<file path="config.mk">
export PLATFORM = sky130hd
export DESIGN_NAME = touch_sample_filter_and_press_tracker_top_flat
export DESIGN_NICKNAME = d
export VERILOG_FILES = /design/src/rtl/tsf_pkg.sv /design/src/rtl/tsf_in_if.sv /design/src/rtl/tsf_out_if.sv /design/src/rtl/tsf_group_filter.sv /design/src/rtl/tsf_pair_calib.sv /design/src/rtl/touch_sample_filter_and_press_tracker_top.sv /design/src/flat_wrapper.sv
export VERILOG_INCLUDE_DIRS = /design/src /design/src/rtl
export SDC_FILE = /design/constraint.sdc
export NUM_CORES = 2
export LEC_CHECK = 0
export BUFFER_PORTS_ARGS = -buffer_cell sky130_fd_sc_hd__buf_2
export CORE_ASPECT_RATIO = 1.1
export CORE_MARGIN = 2
export CORE_UTILIZATION = 55
export DETAILED_ROUTE_END_ITERATION = 10
export GPL_TIMING_DRIVEN = 0
export HOLD_SLACK_MARGIN = 0.03
export PLACE_DENSITY = 0.76
export SLEW_MARGIN = 20
export SYNTH_ARGS = -nofsm -noshare
export SYNTH_HDL_FRONTEND = slang
export SYNTH_SLANG_ARGS = --single-unit
</file>
<file path="constraint.sdc">
create_clock -name clk_i -period 6.76 [get_ports clk_i]
set_input_delay 1.014 -clock clk_i [delete_from_list [all_inputs] [get_ports clk_i]]
set_output_delay 1.014 -clock clk_i [all_outputs]
set_load 0.02 [all_outputs]
</file>
<file path="src/rtl/touch_sample_filter_and_press_tracker_top_assert.svh">
// Assertion macros for the touch sample filter and press tracker.
// Included by the top level; the bodies are empty in synthesis builds.
`ifndef TOUCH_SAMPLE_FILTER_AND_PRESS_TRACKER_TOP_ASSERT_SVH
`define TOUCH_SAMPLE_FILTER_AND_PRESS_TRACKER_TOP_ASSERT_SVH
`ifndef SYNTHESIS
`define TSF_ASSERT(name, clk, rst_n, prop) \
  name: assert property (@(posedge clk) disable iff (!rst_n) prop) \
    else $error("touch filter assertion failed");
`define TSF_ASSERT_NEXT(name, clk, rst_n, ante, cons) \
  name: assert property (@(posedge clk) disable iff (!rst_n) (ante) |=> (cons)) \
    else $error("touch filter assertion failed");
`else
`define TSF_ASSERT(name, clk, rst_n, prop)
`define TSF_ASSERT_NEXT(name, clk, rst_n, ante, cons)
`endif
`endif

</file>
<file path="src/rtl/tsf_pkg.sv">
// Shared constants, register codes and stage types of the touch sample filter.
// No dependencies; every other file of the block but the assertion header uses it.
`timescale 1ns / 1ps

package tsf_pkg;

  localparam int unsigned SAMPLES_PER_GROUP = 5;
  localparam int unsigned DROP_EACH_END     = 1;
  localparam int unsigned ADC_BITS          = 12;

  localparam int unsigned KEEP_CNT = SAMPLES_PER_GROUP - 2 * DROP_EACH_END;
  localparam int unsigned SLOT_W   = $clog2(SAMPLES_PER_GROUP);
  localparam int unsigned GRP_W    = 2;
  localparam int unsigned SUM_W    = ADC_BITS + $clog2(SAMPLES_PER_GROUP);
  localparam int unsigned MEANS    = 3;

  localparam logic [GRP_W-1:0] LAST_GRP = 2'd3;

  // Division of the kept sum by KEEP_CNT as a multiply by a rounded-up
  // reciprocal; with the extra log2 bits of shift the quotient is exact.
  localparam int unsigned DIV_SHIFT   = SUM_W + $clog2(KEEP_CNT);
  localparam int unsigned DIV_RECIP_W = DIV_SHIFT + 1;
  localparam logic [DIV_RECIP_W-1:0] DIV_RECIP =
    DIV_RECIP_W'(((longint'(1) << DIV_SHIFT) + longint'(KEEP_CNT) - 1) / longint'(KEEP_CNT));
  localparam int unsigned DIV_PROD_W  = SUM_W + DIV_RECIP_W;

  localparam int unsigned GAIN_W     = 17;
  localparam int unsigned GAIN_FRAC  = 16;
  localparam int unsigned OFF_W      = 16;
  localparam int unsigned WIN_W      = ADC_BITS;
  localparam int unsigned POS_W      = 16;
  localparam int unsigned CAL_PROD_W = GAIN_W + ADC_BITS;
  localparam int unsigned CFG_IDX_W  = 3;
  localparam int unsigned CFG_DATA_W = 17;

  localparam logic [GAIN_W-1:0] X_GAIN_RST   = 17'd4129;
  localparam logic [OFF_W-1:0]  X_OFFSET_RST = 16'hFFF4;
  localparam logic [GAIN_W-1:0] Y_GAIN_RST   = 17'd5866;
  localparam logic [OFF_W-1:0]  Y_OFFSET_RST = 16'hFFE0;
  localparam logic [WIN_W-1:0]  WINDOW_RST   = 12'd50;
  localparam logic [POS_W-1:0]  POS_IDLE     = 16'hFFFF;

  typedef enum logic [CFG_IDX_W-1:0] {
    CFG_X_GAIN,
    CFG_X_OFFSET,
    CFG_Y_GAIN,
    CFG_Y_OFFSET,
    CFG_AGREE_WINDOW
  } cfg_reg_e;

  typedef struct packed {
    logic [GAIN_W-1:0] x_gain;
    logic [OFF_W-1:0]  x_offset;
    logic [GAIN_W-1:0] y_gain;
    logic [OFF_W-1:0]  y_offset;
    logic [WIN_W-1:0]  window;
  } cfg_t;

  typedef struct packed {
    logic                valid;
    logic                pen_down;
    logic [ADC_BITS-1:0] sample;
    logic                raw_mode;
  } item_t;

  typedef struct packed {
    logic             valid;
    logic             pen_down;
    logic             grp_end;
    logic [GRP_W-1:0] grp;
    logic             raw_mode;
    logic [SUM_W-1:0] kept_sum;
  } sum_beat_t;

  typedef struct packed {
    logic                valid;
    logic                pen_down;
    logic                grp_end;
    logic [GRP_W-1:0]    grp;
    logic                raw_mode;
    logic [ADC_BITS-1:0] mean;
  } mean_beat_t;

  typedef struct packed {
    logic                valid;
    logic                pen_down;
    logic                scan_end;
    logic                raw_mode;
    logic                ok;
    logic [ADC_BITS-1:0] ax;
    logic [ADC_BITS-1:0] ay;
  } pair_beat_t;

  typedef struct packed {
    logic             valid;
    logic             pen_down;
    logic             scan_end;
    logic             ok;
    logic [POS_W-1:0] x;
    logic [POS_W-1:0] y;
  } calib_beat_t;

  typedef struct packed {
    logic             pressed;
    logic             caught;
    logic             reading_valid;
    logic [POS_W-1:0] x_position;
    logic [POS_W-1:0] y_position;
    logic [POS_W-1:0] first_x;
    logic [POS_W-1:0] first_y;
  } result_t;

endpackage

</file>
<file path="src/rtl/tsf_in_if.sv">
// Input channel of the touch sample filter: one ADC sample or pen-up event per beat.
// Depends on tsf_pkg for the sample width.
`timescale 1ns / 1ps

interface tsf_in_if;
  logic                         valid;
  logic                         ready;
  logic                         pen_down;
  logic [tsf_pkg::ADC_BITS-1:0] sample;
  logic                         raw_mode;

  modport source (output valid, output pen_down, output sample, output raw_mode,
                  input ready);
  modport sink (input valid, input pen_down, input sample, input raw_mode,
                output ready);
endinterface

</file>
<file path="src/rtl/tsf_out_if.sv">
// Result channel of the touch sample filter: press flags and coordinates per beat.
// Depends on tsf_pkg for the coordinate width.
`timescale 1ns / 1ps

interface tsf_out_if;
  logic                      valid;
  logic                      ready;
  logic                      pressed;
  logic                      caught;
  logic                      reading_valid;
  logic [tsf_pkg::POS_W-1:0] x_position;
  logic [tsf_pkg::POS_W-1:0] y_position;
  logic [tsf_pkg::POS_W-1:0] first_x;
  logic [tsf_pkg::POS_W-1:0] first_y;

  modport source (output valid, output pressed, output caught, output reading_valid,
                  output x_position, output y_position, output first_x,
                  output first_y, input ready);
  modport sink (input valid, input pressed, input caught, input reading_valid,
                input x_position, input y_position, input first_x, input first_y,
                output ready);
endinterface

</file>
<file path="src/rtl/tsf_group_filter.sv">
// Per-group trimmed mean: insertion sort one sample per beat, then divide by constant.
// Depends on tsf_pkg. Two pipeline stages: kept sum, then mean.
`timescale 1ns / 1ps

module tsf_group_filter (
  input  logic                clk_i,
  input  logic                rst_ni,
  input  logic                advance_i,
  input  tsf_pkg::item_t      s0_i,
  output tsf_pkg::mean_beat_t s2_o
);

  logic [tsf_pkg::SLOT_W-1:0]   slot_q, slot_d;
  logic [tsf_pkg::GRP_W-1:0]    grp_q, grp_d;
  logic [tsf_pkg::ADC_BITS-1:0] sorted_q [tsf_pkg::SAMPLES_PER_GROUP];
  logic [tsf_pkg::ADC_BITS-1:0] sorted_d [tsf_pkg::SAMPLES_PER_GROUP];
  logic [tsf_pkg::SUM_W-1:0]    total_q, total_d, drop_sum, kept_sum;
  logic [tsf_pkg::SAMPLES_PER_GROUP-1:0] le;
  logic                         last_slot;
  logic [tsf_pkg::DIV_PROD_W-1:0] prod;

  tsf_pkg::sum_beat_t  s1_q;
  tsf_pkg::mean_beat_t s2_q;

  always_comb begin
    last_slot = (slot_q == tsf_pkg::SLOT_W'(tsf_pkg::SAMPLES_PER_GROUP - 1));
    // The first slot_q entries are sorted, so le is a run of ones from the bottom.
    for (int i = 0; i < tsf_pkg::SAMPLES_PER_GROUP; i++) begin
      le[i] = (tsf_pkg::SLOT_W'(i) < slot_q) && (sorted_q[i] <= s0_i.sample);
    end
    sorted_d[0] = le[0] ? sorted_q[0] : s0_i.sample;
    for (int i = 1; i < tsf_pkg::SAMPLES_PER_GROUP; i++) begin
      if (le[i]) begin
        sorted_d[i] = sorted_q[i];
      end else if (le[i-1]) begin
        sorted_d[i] = s0_i.sample;
      end else begin
        sorted_d[i] = sorted_q[i-1];
      end
    end
    total_d = ((slot_q == '0) ? '0 : total_q) + tsf_pkg::SUM_W'(s0_i.sample);
    drop_sum = '0;
    for (int i = 0; i < tsf_pkg::DROP_EACH_END; i++) begin
      drop_sum = drop_sum + tsf_pkg::SUM_W'(sorted_d[i])
               + tsf_pkg::SUM_W'(sorted_d[tsf_pkg::SAMPLES_PER_GROUP-1-i]);
    end
    kept_sum = total_d - drop_sum;

    slot_d = slot_q;
    grp_d  = grp_q;
    if (s0_i.valid) begin
      if (!s0_i.pen_down) begin
        slot_d = '0;
        grp_d  = '0;
      end else if (last_slot) begin
        slot_d = '0;
        grp_d  = grp_q + 1'b1;
      end else begin
        slot_d = slot_q + 1'b1;
      end
    end
  end

  assign prod = tsf_pkg::DIV_PROD_W'(s1_q.kept_sum) * tsf_pkg::DIV_PROD_W'(tsf_pkg::DIV_RECIP);

  always_ff @(posedge clk_i or negedge rst_ni) begin
    if (!rst_ni) begin
      slot_q <= '0;
      grp_q  <= '0;
      s1_q   <= '0;
      s2_q   <= '0;
    end else if (advance_i) begin
      slot_q         <= slot_d;
      grp_q          <= grp_d;
      s1_q.valid     <= s0_i.valid;
      s1_q.pen_down  <= s0_i.pen_down;
      s1_q.grp_end   <= s0_i.pen_down && last_slot;
      s1_q.grp       <= grp_q;
      s1_q.raw_mode  <= s0_i.raw_mode;
      s1_q.kept_sum  <= kept_sum;
      s2_q.valid     <= s1_q.valid;
      s2_q.pen_down  <= s1_q.pen_down;
      s2_q.grp_end   <= s1_q.grp_end;
      s2_q.grp       <= s1_q.grp;
      s2_q.raw_mode  <= s1_q.raw_mode;
      s2_q.mean      <= prod[tsf_pkg::DIV_SHIFT +: tsf_pkg::ADC_BITS];
    end
  end

  always_ff @(posedge clk_i) begin
    if (advance_i && s0_i.valid && s0_i.pen_down) begin
      sorted_q <= sorted_d;
      total_q  <= total_d;
    end
  end

  assign s2_o = s2_q;

endmodule

</file>
<file path="src/rtl/tsf_pair_calib.sv">
// Pair check and calibration: stores the first three group means, checks agreement,
// averages the pair and, outside raw mode, applies gain and offset. Depends on tsf_pkg.
`timescale 1ns / 1ps

module tsf_pair_calib (
  input  logic                 clk_i,
  input  logic                 rst_ni,
  input  logic                 advance_i,
  input  tsf_pkg::cfg_t        cfg_i,
  input  tsf_pkg::mean_beat_t  s2_i,
  output tsf_pkg::calib_beat_t s4_o
);

  logic [tsf_pkg::ADC_BITS-1:0]   means_q [tsf_pkg::MEANS];
  logic [tsf_pkg::ADC_BITS-1:0]   x1, x2, y1, y2, dx, dy;
  logic [tsf_pkg::ADC_BITS:0]     sum_x, sum_y;
  logic                           ok;
  logic [tsf_pkg::CAL_PROD_W-1:0] prod_x, prod_y;
  logic [tsf_pkg::POS_W-1:0]      cal_x, cal_y;

  tsf_pkg::pair_beat_t  s3_q;
  tsf_pkg::calib_beat_t s4_q;

  always_comb begin
    // The Y mean of the second reading is still in the stage register.
    x1 = means_q[0];
    y1 = means_q[1];
    x2 = means_q[2];
    y2 = s2_i.mean;
    dx = (x1 >= x2) ? (x1 - x2) : (x2 - x1);
    dy = (y1 >= y2) ? (y1 - y2) : (y2 - y1);
    ok = (dx < cfg_i.window) && (dy < cfg_i.window);
    sum_x = {1'b0, x1} + {1'b0, x2};
    sum_y = {1'b0, y1} + {1'b0, y2};
  end

  always_comb begin
    prod_x = tsf_pkg::CAL_PROD_W'(cfg_i.x_gain) * tsf_pkg::CAL_PROD_W'(s3_q.ax);
    prod_y = tsf_pkg::CAL_PROD_W'(cfg_i.y_gain) * tsf_pkg::CAL_PROD_W'(s3_q.ay);
    cal_x  = tsf_pkg::POS_W'(prod_x[tsf_pkg::CAL_PROD_W-1:tsf_pkg::GAIN_FRAC]) + cfg_i.x_offset;
    cal_y  = tsf_pkg::POS_W'(prod_y[tsf_pkg::CAL_PROD_W-1:tsf_pkg::GAIN_FRAC]) + cfg_i.y_offset;
  end

  always_ff @(posedge clk_i) begin
    if (advance_i && s2_i.valid && s2_i.grp_end && (s2_i.grp != tsf_pkg::LAST_GRP)) begin
      means_q[s2_i.grp] <= s2_i.mean;
    end
  end

  always_ff @(posedge clk_i or negedge rst_ni) begin
    if (!rst_ni) begin
      s3_q <= '0;
      s4_q <= '0;
    end else if (advance_i) begin
      s3_q.valid    <= s2_i.valid;
      s3_q.pen_down <= s2_i.pen_down;
      s3_q.scan_end <= s2_i.grp_end && (s2_i.grp == tsf_pkg::LAST_GRP);
      s3_q.raw_mode <= s2_i.raw_mode;
      s3_q.ok       <= ok;
      s3_q.ax       <= sum_x[tsf_pkg::ADC_BITS:1];
      s3_q.ay       <= sum_y[tsf_pkg::ADC_BITS:1];
      s4_q.valid    <= s3_q.valid;
      s4_q.pen_down <= s3_q.pen_down;
      s4_q.scan_end <= s3_q.scan_end;
      s4_q.ok       <= s3_q.ok;
      s4_q.x        <= s3_q.raw_mode ? tsf_pkg::POS_W'(s3_q.ax) : cal_x;
      s4_q.y        <= s3_q.raw_mode ? tsf_pkg::POS_W'(s3_q.ay) : cal_y;
    end
  end

  assign s4_o = s4_q;

endmodule

</file>
<file path="src/rtl/touch_sample_filter_and_press_tracker_top.sv">
// Touch sample filter and press tracker, top level.
// Throughput: one item per cycle while intake is not stalled. A result passes the input
// register, four stages and the result register before it is in the output register.
// Intake stalls only while a result waits unaccepted and another reaches the last stage.
// Reset (async, active low) clears scan progress, press state, positions and
// loads the calibration registers with their defaults.
`timescale 1ns / 1ps
`include "touch_sample_filter_and_press_tracker_top_assert.svh"

module touch_sample_filter_and_press_tracker_top (
  input  logic                          clk_i,
  input  logic                          rst_ni,
  tsf_in_if.sink                        item_i,
  tsf_out_if.source                     result_o,
  input  logic                          cfg_we_i,
  input  logic [tsf_pkg::CFG_IDX_W-1:0] cfg_idx_i,
  input  logic [tsf_pkg::CFG_DATA_W-1:0] cfg_wdata_i
);

  tsf_pkg::cfg_t        cfg_q;
  tsf_pkg::item_t       s0_q;
  tsf_pkg::mean_beat_t  s2;
  tsf_pkg::calib_beat_t s4;
  tsf_pkg::result_t     out_q;

  logic                      advance, has_result, out_valid_q, reading_valid;
  logic                      press_q, press_d, catch_q, catch_d;
  logic [tsf_pkg::POS_W-1:0] cur_x_q, cur_x_d, cur_y_q, cur_y_d;
  logic [tsf_pkg::POS_W-1:0] start_x_q, start_x_d, start_y_q, start_y_d;

  always_ff @(posedge clk_i or negedge rst_ni) begin
    if (!rst_ni) begin
      cfg_q.x_gain   <= tsf_pkg::X_GAIN_RST;
      cfg_q.x_offset <= tsf_pkg::X_OFFSET_RST;
      cfg_q.y_gain   <= tsf_pkg::Y_GAIN_RST;
      cfg_q.y_offset <= tsf_pkg::Y_OFFSET_RST;
      cfg_q.window   <= tsf_pkg::WINDOW_RST;
    end else if (cfg_we_i) begin
      unique case (tsf_pkg::cfg_reg_e'(cfg_idx_i))
        tsf_pkg::CFG_X_GAIN:       cfg_q.x_gain   <= cfg_wdata_i[tsf_pkg::GAIN_W-1:0];
        tsf_pkg::CFG_X_OFFSET:     cfg_q.x_offset <= cfg_wdata_i[tsf_pkg::OFF_W-1:0];
        tsf_pkg::CFG_Y_GAIN:       cfg_q.y_gain   <= cfg_wdata_i[tsf_pkg::GAIN_W-1:0];
        tsf_pkg::CFG_Y_OFFSET:     cfg_q.y_offset <= cfg_wdata_i[tsf_pkg::OFF_W-1:0];
        tsf_pkg::CFG_AGREE_WINDOW: cfg_q.window   <= cfg_wdata_i[tsf_pkg::WIN_W-1:0];
        default: begin
        end
      endcase
    end
  end

  // Beats without a result drain through the last stage even while the
  // output register is held.
  assign has_result = s4.valid && (!s4.pen_down || s4.scan_end);
  assign advance    = !(out_valid_q && !result_o.ready && has_result);
  assign item_i.ready = advance;

  always_ff @(posedge clk_i or negedge rst_ni) begin
    if (!rst_ni) begin
      s0_q <= '0;
    end else if (advance) begin
      s0_q.valid    <= item_i.valid;
      s0_q.pen_down <= item_i.pen_down;
      s0_q.sample   <= item_i.sample;
      s0_q.raw_mode <= item_i.raw_mode;
    end
  end

  tsf_group_filter u_group_filter (
    .clk_i     (clk_i),
    .rst_ni    (rst_ni),
    .advance_i (advance),
    .s0_i      (s0_q),
    .s2_o      (s2)
  );

  tsf_pair_calib u_pair_calib (
    .clk_i     (clk_i),
    .rst_ni    (rst_ni),
    .advance_i (advance),
    .cfg_i     (cfg_q),
    .s2_i      (s2),
    .s4_o      (s4)
  );

  always_comb begin
    press_d       = press_q;
    catch_d       = catch_q;
    cur_x_d       = cur_x_q;
    cur_y_d       = cur_y_q;
    start_x_d     = start_x_q;
    start_y_d     = start_y_q;
    reading_valid = 1'b0;
    if (s4.valid) begin
      if (!s4.pen_down) begin
        if (press_q) begin
          press_d = 1'b0;
        end else begin
          start_x_d = '0;
          start_y_d = '0;
          cur_x_d   = tsf_pkg::POS_IDLE;
          cur_y_d   = tsf_pkg::POS_IDLE;
        end
      end else if (s4.scan_end) begin
        reading_valid = s4.ok;
        if (s4.ok) begin
          cur_x_d = s4.x;
          cur_y_d = s4.y;
        end
        // A new press records where it began.
        if (!press_q) begin
          press_d   = 1'b1;
          catch_d   = 1'b1;
          start_x_d = cur_x_d;
          start_y_d = cur_y_d;
        end
      end
    end
  end

  always_ff @(posedge clk_i or negedge rst_ni) begin
    if (!rst_ni) begin
      press_q   <= 1'b0;
      catch_q   <= 1'b0;
      cur_x_q   <= '0;
      cur_y_q   <= '0;
      start_x_q <= '0;
      start_y_q <= '0;
    end else if (advance) begin
      press_q   <= press_d;
      catch_q   <= catch_d;
      cur_x_q   <= cur_x_d;
      cur_y_q   <= cur_y_d;
      start_x_q <= start_x_d;
      start_y_q <= start_y_d;
    end
  end

  always_ff @(posedge clk_i or negedge rst_ni) begin
    if (!rst_ni) begin
      out_valid_q <= 1'b0;
    end else if (advance && has_result) begin
      out_valid_q <= 1'b1;
    end else if (result_o.ready) begin
      out_valid_q <= 1'b0;
    end
  end

  always_ff @(posedge clk_i) begin
    if (advance && has_result) begin
      out_q.pressed       <= press_d;
      out_q.caught        <= catch_d;
      out_q.reading_valid <= reading_valid;
      out_q.x_position    <= cur_x_d;
      out_q.y_position    <= cur_y_d;
      out_q.first_x       <= start_x_d;
      out_q.first_y       <= start_y_d;
    end
  end

  assign result_o.valid         = out_valid_q;
  assign result_o.pressed       = out_q.pressed;
  assign result_o.caught        = out_q.caught;
  assign result_o.reading_valid = out_q.reading_valid;
  assign result_o.x_position    = out_q.x_position;
  assign result_o.y_position    = out_q.y_position;
  assign result_o.first_x       = out_q.first_x;
  assign result_o.first_y       = out_q.first_y;

  `TSF_ASSERT(a_press_implies_caught, clk_i, rst_ni, press_q |-> catch_q)
  `TSF_ASSERT(a_start_clear_uncaught, clk_i, rst_ni, !catch_q |-> (start_x_q == '0 && start_y_q == '0))
  `TSF_ASSERT(a_valid_reading_pressed, clk_i, rst_ni, (out_valid_q && out_q.reading_valid) |-> out_q.pressed)
  `TSF_ASSERT_NEXT(a_pen_up_result, clk_i, rst_ni, advance && has_result && !s4.pen_down, out_valid_q && !out_q.reading_valid)

endmodule
</file>
<file path="src/flat_wrapper.sv">
// flat-port wrapper written by rule: the top's interface ports become plain ports
module touch_sample_filter_and_press_tracker_top_flat 
  (clk_i, rst_ni, cfg_we_i, cfg_idx_i, cfg_wdata_i, item_i_valid, item_i_pen_down, item_i_sample, item_i_raw_mode, item_i_ready, result_o_valid, result_o_pressed, result_o_caught, result_o_reading_valid, result_o_x_position, result_o_y_position, result_o_first_x, result_o_first_y, result_o_ready);
  tsf_in_if item_i_i ();
  tsf_out_if result_o_i ();
  input  logic clk_i;
  input  logic rst_ni;
  input  logic cfg_we_i;
  input  logic [tsf_pkg::CFG_IDX_W-1:0] cfg_idx_i;
  input  logic [tsf_pkg::CFG_DATA_W-1:0] cfg_wdata_i;
  input wire logic [$bits(item_i_i.valid)-1:0] item_i_valid;
  input wire logic [$bits(item_i_i.pen_down)-1:0] item_i_pen_down;
  input wire logic [$bits(item_i_i.sample)-1:0] item_i_sample;
  input wire logic [$bits(item_i_i.raw_mode)-1:0] item_i_raw_mode;
  output wire logic [$bits(item_i_i.ready)-1:0] item_i_ready;
  output wire logic [$bits(result_o_i.valid)-1:0] result_o_valid;
  output wire logic [$bits(result_o_i.pressed)-1:0] result_o_pressed;
  output wire logic [$bits(result_o_i.caught)-1:0] result_o_caught;
  output wire logic [$bits(result_o_i.reading_valid)-1:0] result_o_reading_valid;
  output wire logic [$bits(result_o_i.x_position)-1:0] result_o_x_position;
  output wire logic [$bits(result_o_i.y_position)-1:0] result_o_y_position;
  output wire logic [$bits(result_o_i.first_x)-1:0] result_o_first_x;
  output wire logic [$bits(result_o_i.first_y)-1:0] result_o_first_y;
  input wire logic [$bits(result_o_i.ready)-1:0] result_o_ready;
  assign item_i_i.valid = item_i_valid;
  assign item_i_i.pen_down = item_i_pen_down;
  assign item_i_i.sample = item_i_sample;
  assign item_i_i.raw_mode = item_i_raw_mode;
  assign item_i_ready = item_i_i.ready;
  assign result_o_valid = result_o_i.valid;
  assign result_o_pressed = result_o_i.pressed;
  assign result_o_caught = result_o_i.caught;
  assign result_o_reading_valid = result_o_i.reading_valid;
  assign result_o_x_position = result_o_i.x_position;
  assign result_o_y_position = result_o_i.y_position;
  assign result_o_first_x = result_o_i.first_x;
  assign result_o_first_y = result_o_i.first_y;
  assign result_o_i.ready = result_o_ready;
  touch_sample_filter_and_press_tracker_top u_core (.clk_i(clk_i), .rst_ni(rst_ni), .item_i(item_i_i), .result_o(result_o_i), .cfg_we_i(cfg_we_i), .cfg_idx_i(cfg_idx_i), .cfg_wdata_i(cfg_wdata_i));
endmodule
</file>
==> results.py <==
metrics = {
    "run_status": {
        "status": "finished, violations left",
        "violations": "negative setup slack",
    },
    "setup_path": {
        "worstPathRequired_ns": 7.24,
        "cp.arrival_ns": 7.70,
        "cpPeakStageDelay_ns": 0.55,
        "cpMostUsedCell": "fa_1",
        "crit_fanout": 6,
        "end_kind": "flop",
        "r2r_cells": 27,
        "r2r_end": "u_core.u_pair_calib.s4_o[14]",
        "slowest_stage": "fa_1",
        "r2r-start": "u_core.u_pair_calib.s3_q[10]",
        "critPathKind": "reg2reg",
        "reg2reg_slack_ns": -0.46,
        "cp-start-kind": "flop",
    },
    "cts": {
        "clock_path_buffers": 3,
        "htreeDepth": 2,
        "cts_root_buf": "clkbuf_16",
        "clock_latency_ns": 0.62,
        "clkSinkCount": 447,
        "clk_pin_slew_worst_paths_ns": 0.06,
        "numCtsBuffers": 47,
        "cts_tree": "yes",
    },
    "sta": {
        "holdWs_ns": 0.378,
        "min_period_ns": 7.22,
        "slew_headroom_pct": 31.2,
        "worst_pin_slew_ns": 1.03,
        "hold_violations": 0,
        "setup_ws_ns": -0.460,
        "fin_skew_ns": 0.0358,
        "fmax_mhz": 138,
        "setup_viol": 18,
        "period_share_pct": 107,
        "rsz0062_at_grt": "true",
        "final_max_slew_viol_count": 0,
    },
    "synthesis": {
        "ys_seq_area_share_pct": 30.0,
        "synth_area_leaders": "fa_1, dfrtp_1, ha_1",
        "synth_nets": 5008,
        "synth_flop_cell": "dfrtp_1",
        "synth_edf_count": 178,
        "syn_inst": 4156,
        "yosys.area.top_type": "fa_1",
        "async_flop_share_pct": 60.2,
        "yosysWarnings": 0,
        "yosys.area.top_type_share_pct": 18.9,
        "synth_area_um2": 40400,
        "synth.avg_cell_area_um2": 9.72,
        "ys_ff_latch": 447,
        "synth_cell_types": 84,
    },
    "die": {
        "coreArea_um2": 73000,
        "die_h_um": 288,
        "start_util_pct": 55.4,
        "pin_count": 108,
        "row_count": 104,
        "die_w_um": 262,
        "dieArea_um2": 75700,
    },
    "placement": {
        "gp_congestion": 0.937,
        "numPortBuffers": 107,
        "place_ws_ns": -1.49,
        "dp_hpwl_um": 81100,
    },
    "route": {
        "routedWlPerCell_um": 19.8,
        "viasPerCell": 5.72,
        "num_vias": 30925,
        "drt-total-wl_um": 107000,
        "drcViolationCount": 0,
        "dr.pass1.iters": 8,
        "first_iter_violations": 2393,
        "ant_nets": 0,
    },
    "global_route": {
        "grt_max_degree": 103,
        "grt_pass1_wl_um": 170000,
        "grt_pass1_vias": 31577,
        "grtUsageTotal_pct": 28.4,
        "grt_antenna_before_repair": 0,
        "overflow": 0,
    },
    "job": {
        "drv_cap": 0,
    },
    "worst_hold_path": {
        "hp-class": "in2async",
    },
    "layout": {
        "area_delta_synth_final_pct": 14.1,
        "final_layout_size_suffix_gt1_share_pct": 16.3,
        "postLayoutCoreUtil_pct": 63.1,
        "fill_cells": 5681,
        "fin_nets": 5266,
    },
}
==> synthesized netlist by cell type (5+ instances only) <==
cell	number
mux2i_1	73
and2_1	134
nor2_1	252
o21a_1	32
o21ai_0	153
a21o_1	57
mux2_2	118
ha_1	432
inv_1	584
and3_1	10
xor2_1	39
a211o_1	6
a21oi_1	181
nor2b_1	26
or2_2	7
nand4_1	23
clkbuf_1	153
o221ai_1	5
o31ai_1	5
a31oi_1	10
o21bai_1	19
nand3_1	59
dfstp_2	38
o21ai_1	13
nand2b_1	29
a211oi_1	53
a21boi_0	5
edfxtp_1	178
nor3_1	44
fa_1	381
or3_1	11
buf_1	17
o211ai_1	8
buf_2	10
dfrtp_1	231
a2111oi_0	5
xnor2_1	82
nand2_1	586
a22o_1	8
==> through the flow <==
step	std cells	TNS [ns]	instance area, µm²
6_report	5410	-4.80	46100
5_1_grt	5407	-8.53	46100
4_1_cts	5378	-4.64	45400
3_5_place_dp	5227	-30.17	42400
3_3_place_gp	5217	-104.70	42200
2_1_floorplan	4156	-0.0369	40500
==> sequential cells by signal, summed over array words and instances, names as in the netlist, 2 cells and up <==
signal / count
u_core.cfg_q: 78
u_core.u_group_filter.sorted_q: 60
u_core.u_pair_calib.means_q: 36
u_core.u_pair_calib.s4_o: 36
u_core.u_pair_calib.s3_q: 29
u_core.u_group_filter.s1_q: 21
u_core.u_group_filter.s2_o: 18
u_core.cur_x_q: 16
u_core.cur_y_q: 16
u_core.result_o.first_x: 16
u_core.result_o.first_y: 16
u_core.result_o.x_position: 16
u_core.result_o.y_position: 16
u_core.start_x_q: 16
u_core.start_y_q: 16
u_core.s0_q: 15
u_core.u_group_filter.total_q: 15
u_core.u_group_filter.slot_q: 3
u_core.u_group_filter.grp_q: 2
==> layer usage <==
metal	track usage [%]	up-vias	routed length [µm]
li1	-	14123	-
met1	34.9	15336	41600
met2	48.7	1128	52400
met3	4.71	338	7140
met4	14.2	0	6080
met5	0	-	0
==> worst max-delay path: cells and delay by family, from the launching register on <==
family / cells / cell delay [ns]
fa+ha+maj: 8 / 3.50
buf+inv: 4 / 0.48
simple gates: 2 / 0.25
flops: 1 / 0.48
compound gates: 11 / 2.20
xor+xnor: 2 / 0.20
==> kinds of logic (layout without fill, tap and decap cells) <==
kind of cell / after synthesis / in the layout / share of synthesized area [%]
xor+xnor: 121 / 121 / 2.62
buf+inv: 773 / 1070 / 7.27
compound gates: 607 / 607 / 9.51
fa+ha+maj: 813 / 813 / 32.2
other cells: 0 / 3 / 0
simple gates: 1204 / 1204 / 13.3
flops: 447 / 447 / 30.0
mux: 191 / 191 / 5.10
==> how the worst max path moves through the flow <==
stage	start	end	slack [ns]	depth (start not counted)
after floorplan	u_core.cfg_q[35]	u_core.u_pair_calib.s4_o[14]	-0.04	28
after global placement	u_core.u_pair_calib.s3_q[18]	u_core.u_pair_calib.s4_o[27]	-1.37	30
after detailed placement	u_core.u_pair_calib.s3_q[18]	u_core.u_pair_calib.s4_o[26]	-1.49	29
after CTS	u_core.cfg_q[35]	u_core.u_pair_calib.s4_o[14]	-0.49	28
after global routing	u_core.u_pair_calib.s3_q[7]	u_core.u_pair_calib.s4_o[11]	-0.68	32
final	u_core.u_pair_calib.s3_q[10]	u_core.u_pair_calib.s4_o[14]	-0.46	27
==> layout make-up <==
| type | count | area (µm²) | area share (%) |
|---|---|---|---|
| multi-input cells | 2936 | 26200 | 56.8 |
| flip-flops and latches | 447 | 12100 | 26.4 |
| inverters | 587 | 2200 | 4.78 |
| repair buffers | 232 | 1680 | 3.65 |
| clock buffers | 64 | 1370 | 2.96 |
| well taps | 954 | 1190 | 2.59 |
| plain buffers | 163 | 1020 | 2.22 |
| clock inverters | 24 | 300 | 0.651 |
| diodes | 3 | 7.51 | 0.0163 |
==> cell usage in the layout (no fill, tap or decap), types with 27 or more instances in the layout <==
cell type  count
nand2_1      575
inv_1        571
ha_1         417
fa_1         370
nor2_1       243
dfrtp_1      211
edfxtp_1     178
a21oi_1      151
o21ai_0      141
and2_1       130
buf_2        121
mux2_2       118
buf_4        109
clkbuf_1      93
xnor2_1       77
mux2i_1       73
nand3_1       57
a21o_1        56
clkbuf_16     51
a211oi_1      48
nor3_1        39
dfstp_2       38
xor2_1        32
o21a_1        31
nand2b_1      28
a21oi_2       27
==> what timing repair did <==
action                                  in CTS  in global routing
resized for setup                          203                136
setup buffers                               85                 29
hold buffers                                 0                  0
endpoints found under the setup margin      30                 25
pin swaps                                   66                 85
hold endpoints to repair                     0                  0
Power is not shown: default switching activity piles up to over one toggle a cycle in this logic, so the estimate is an artifact.
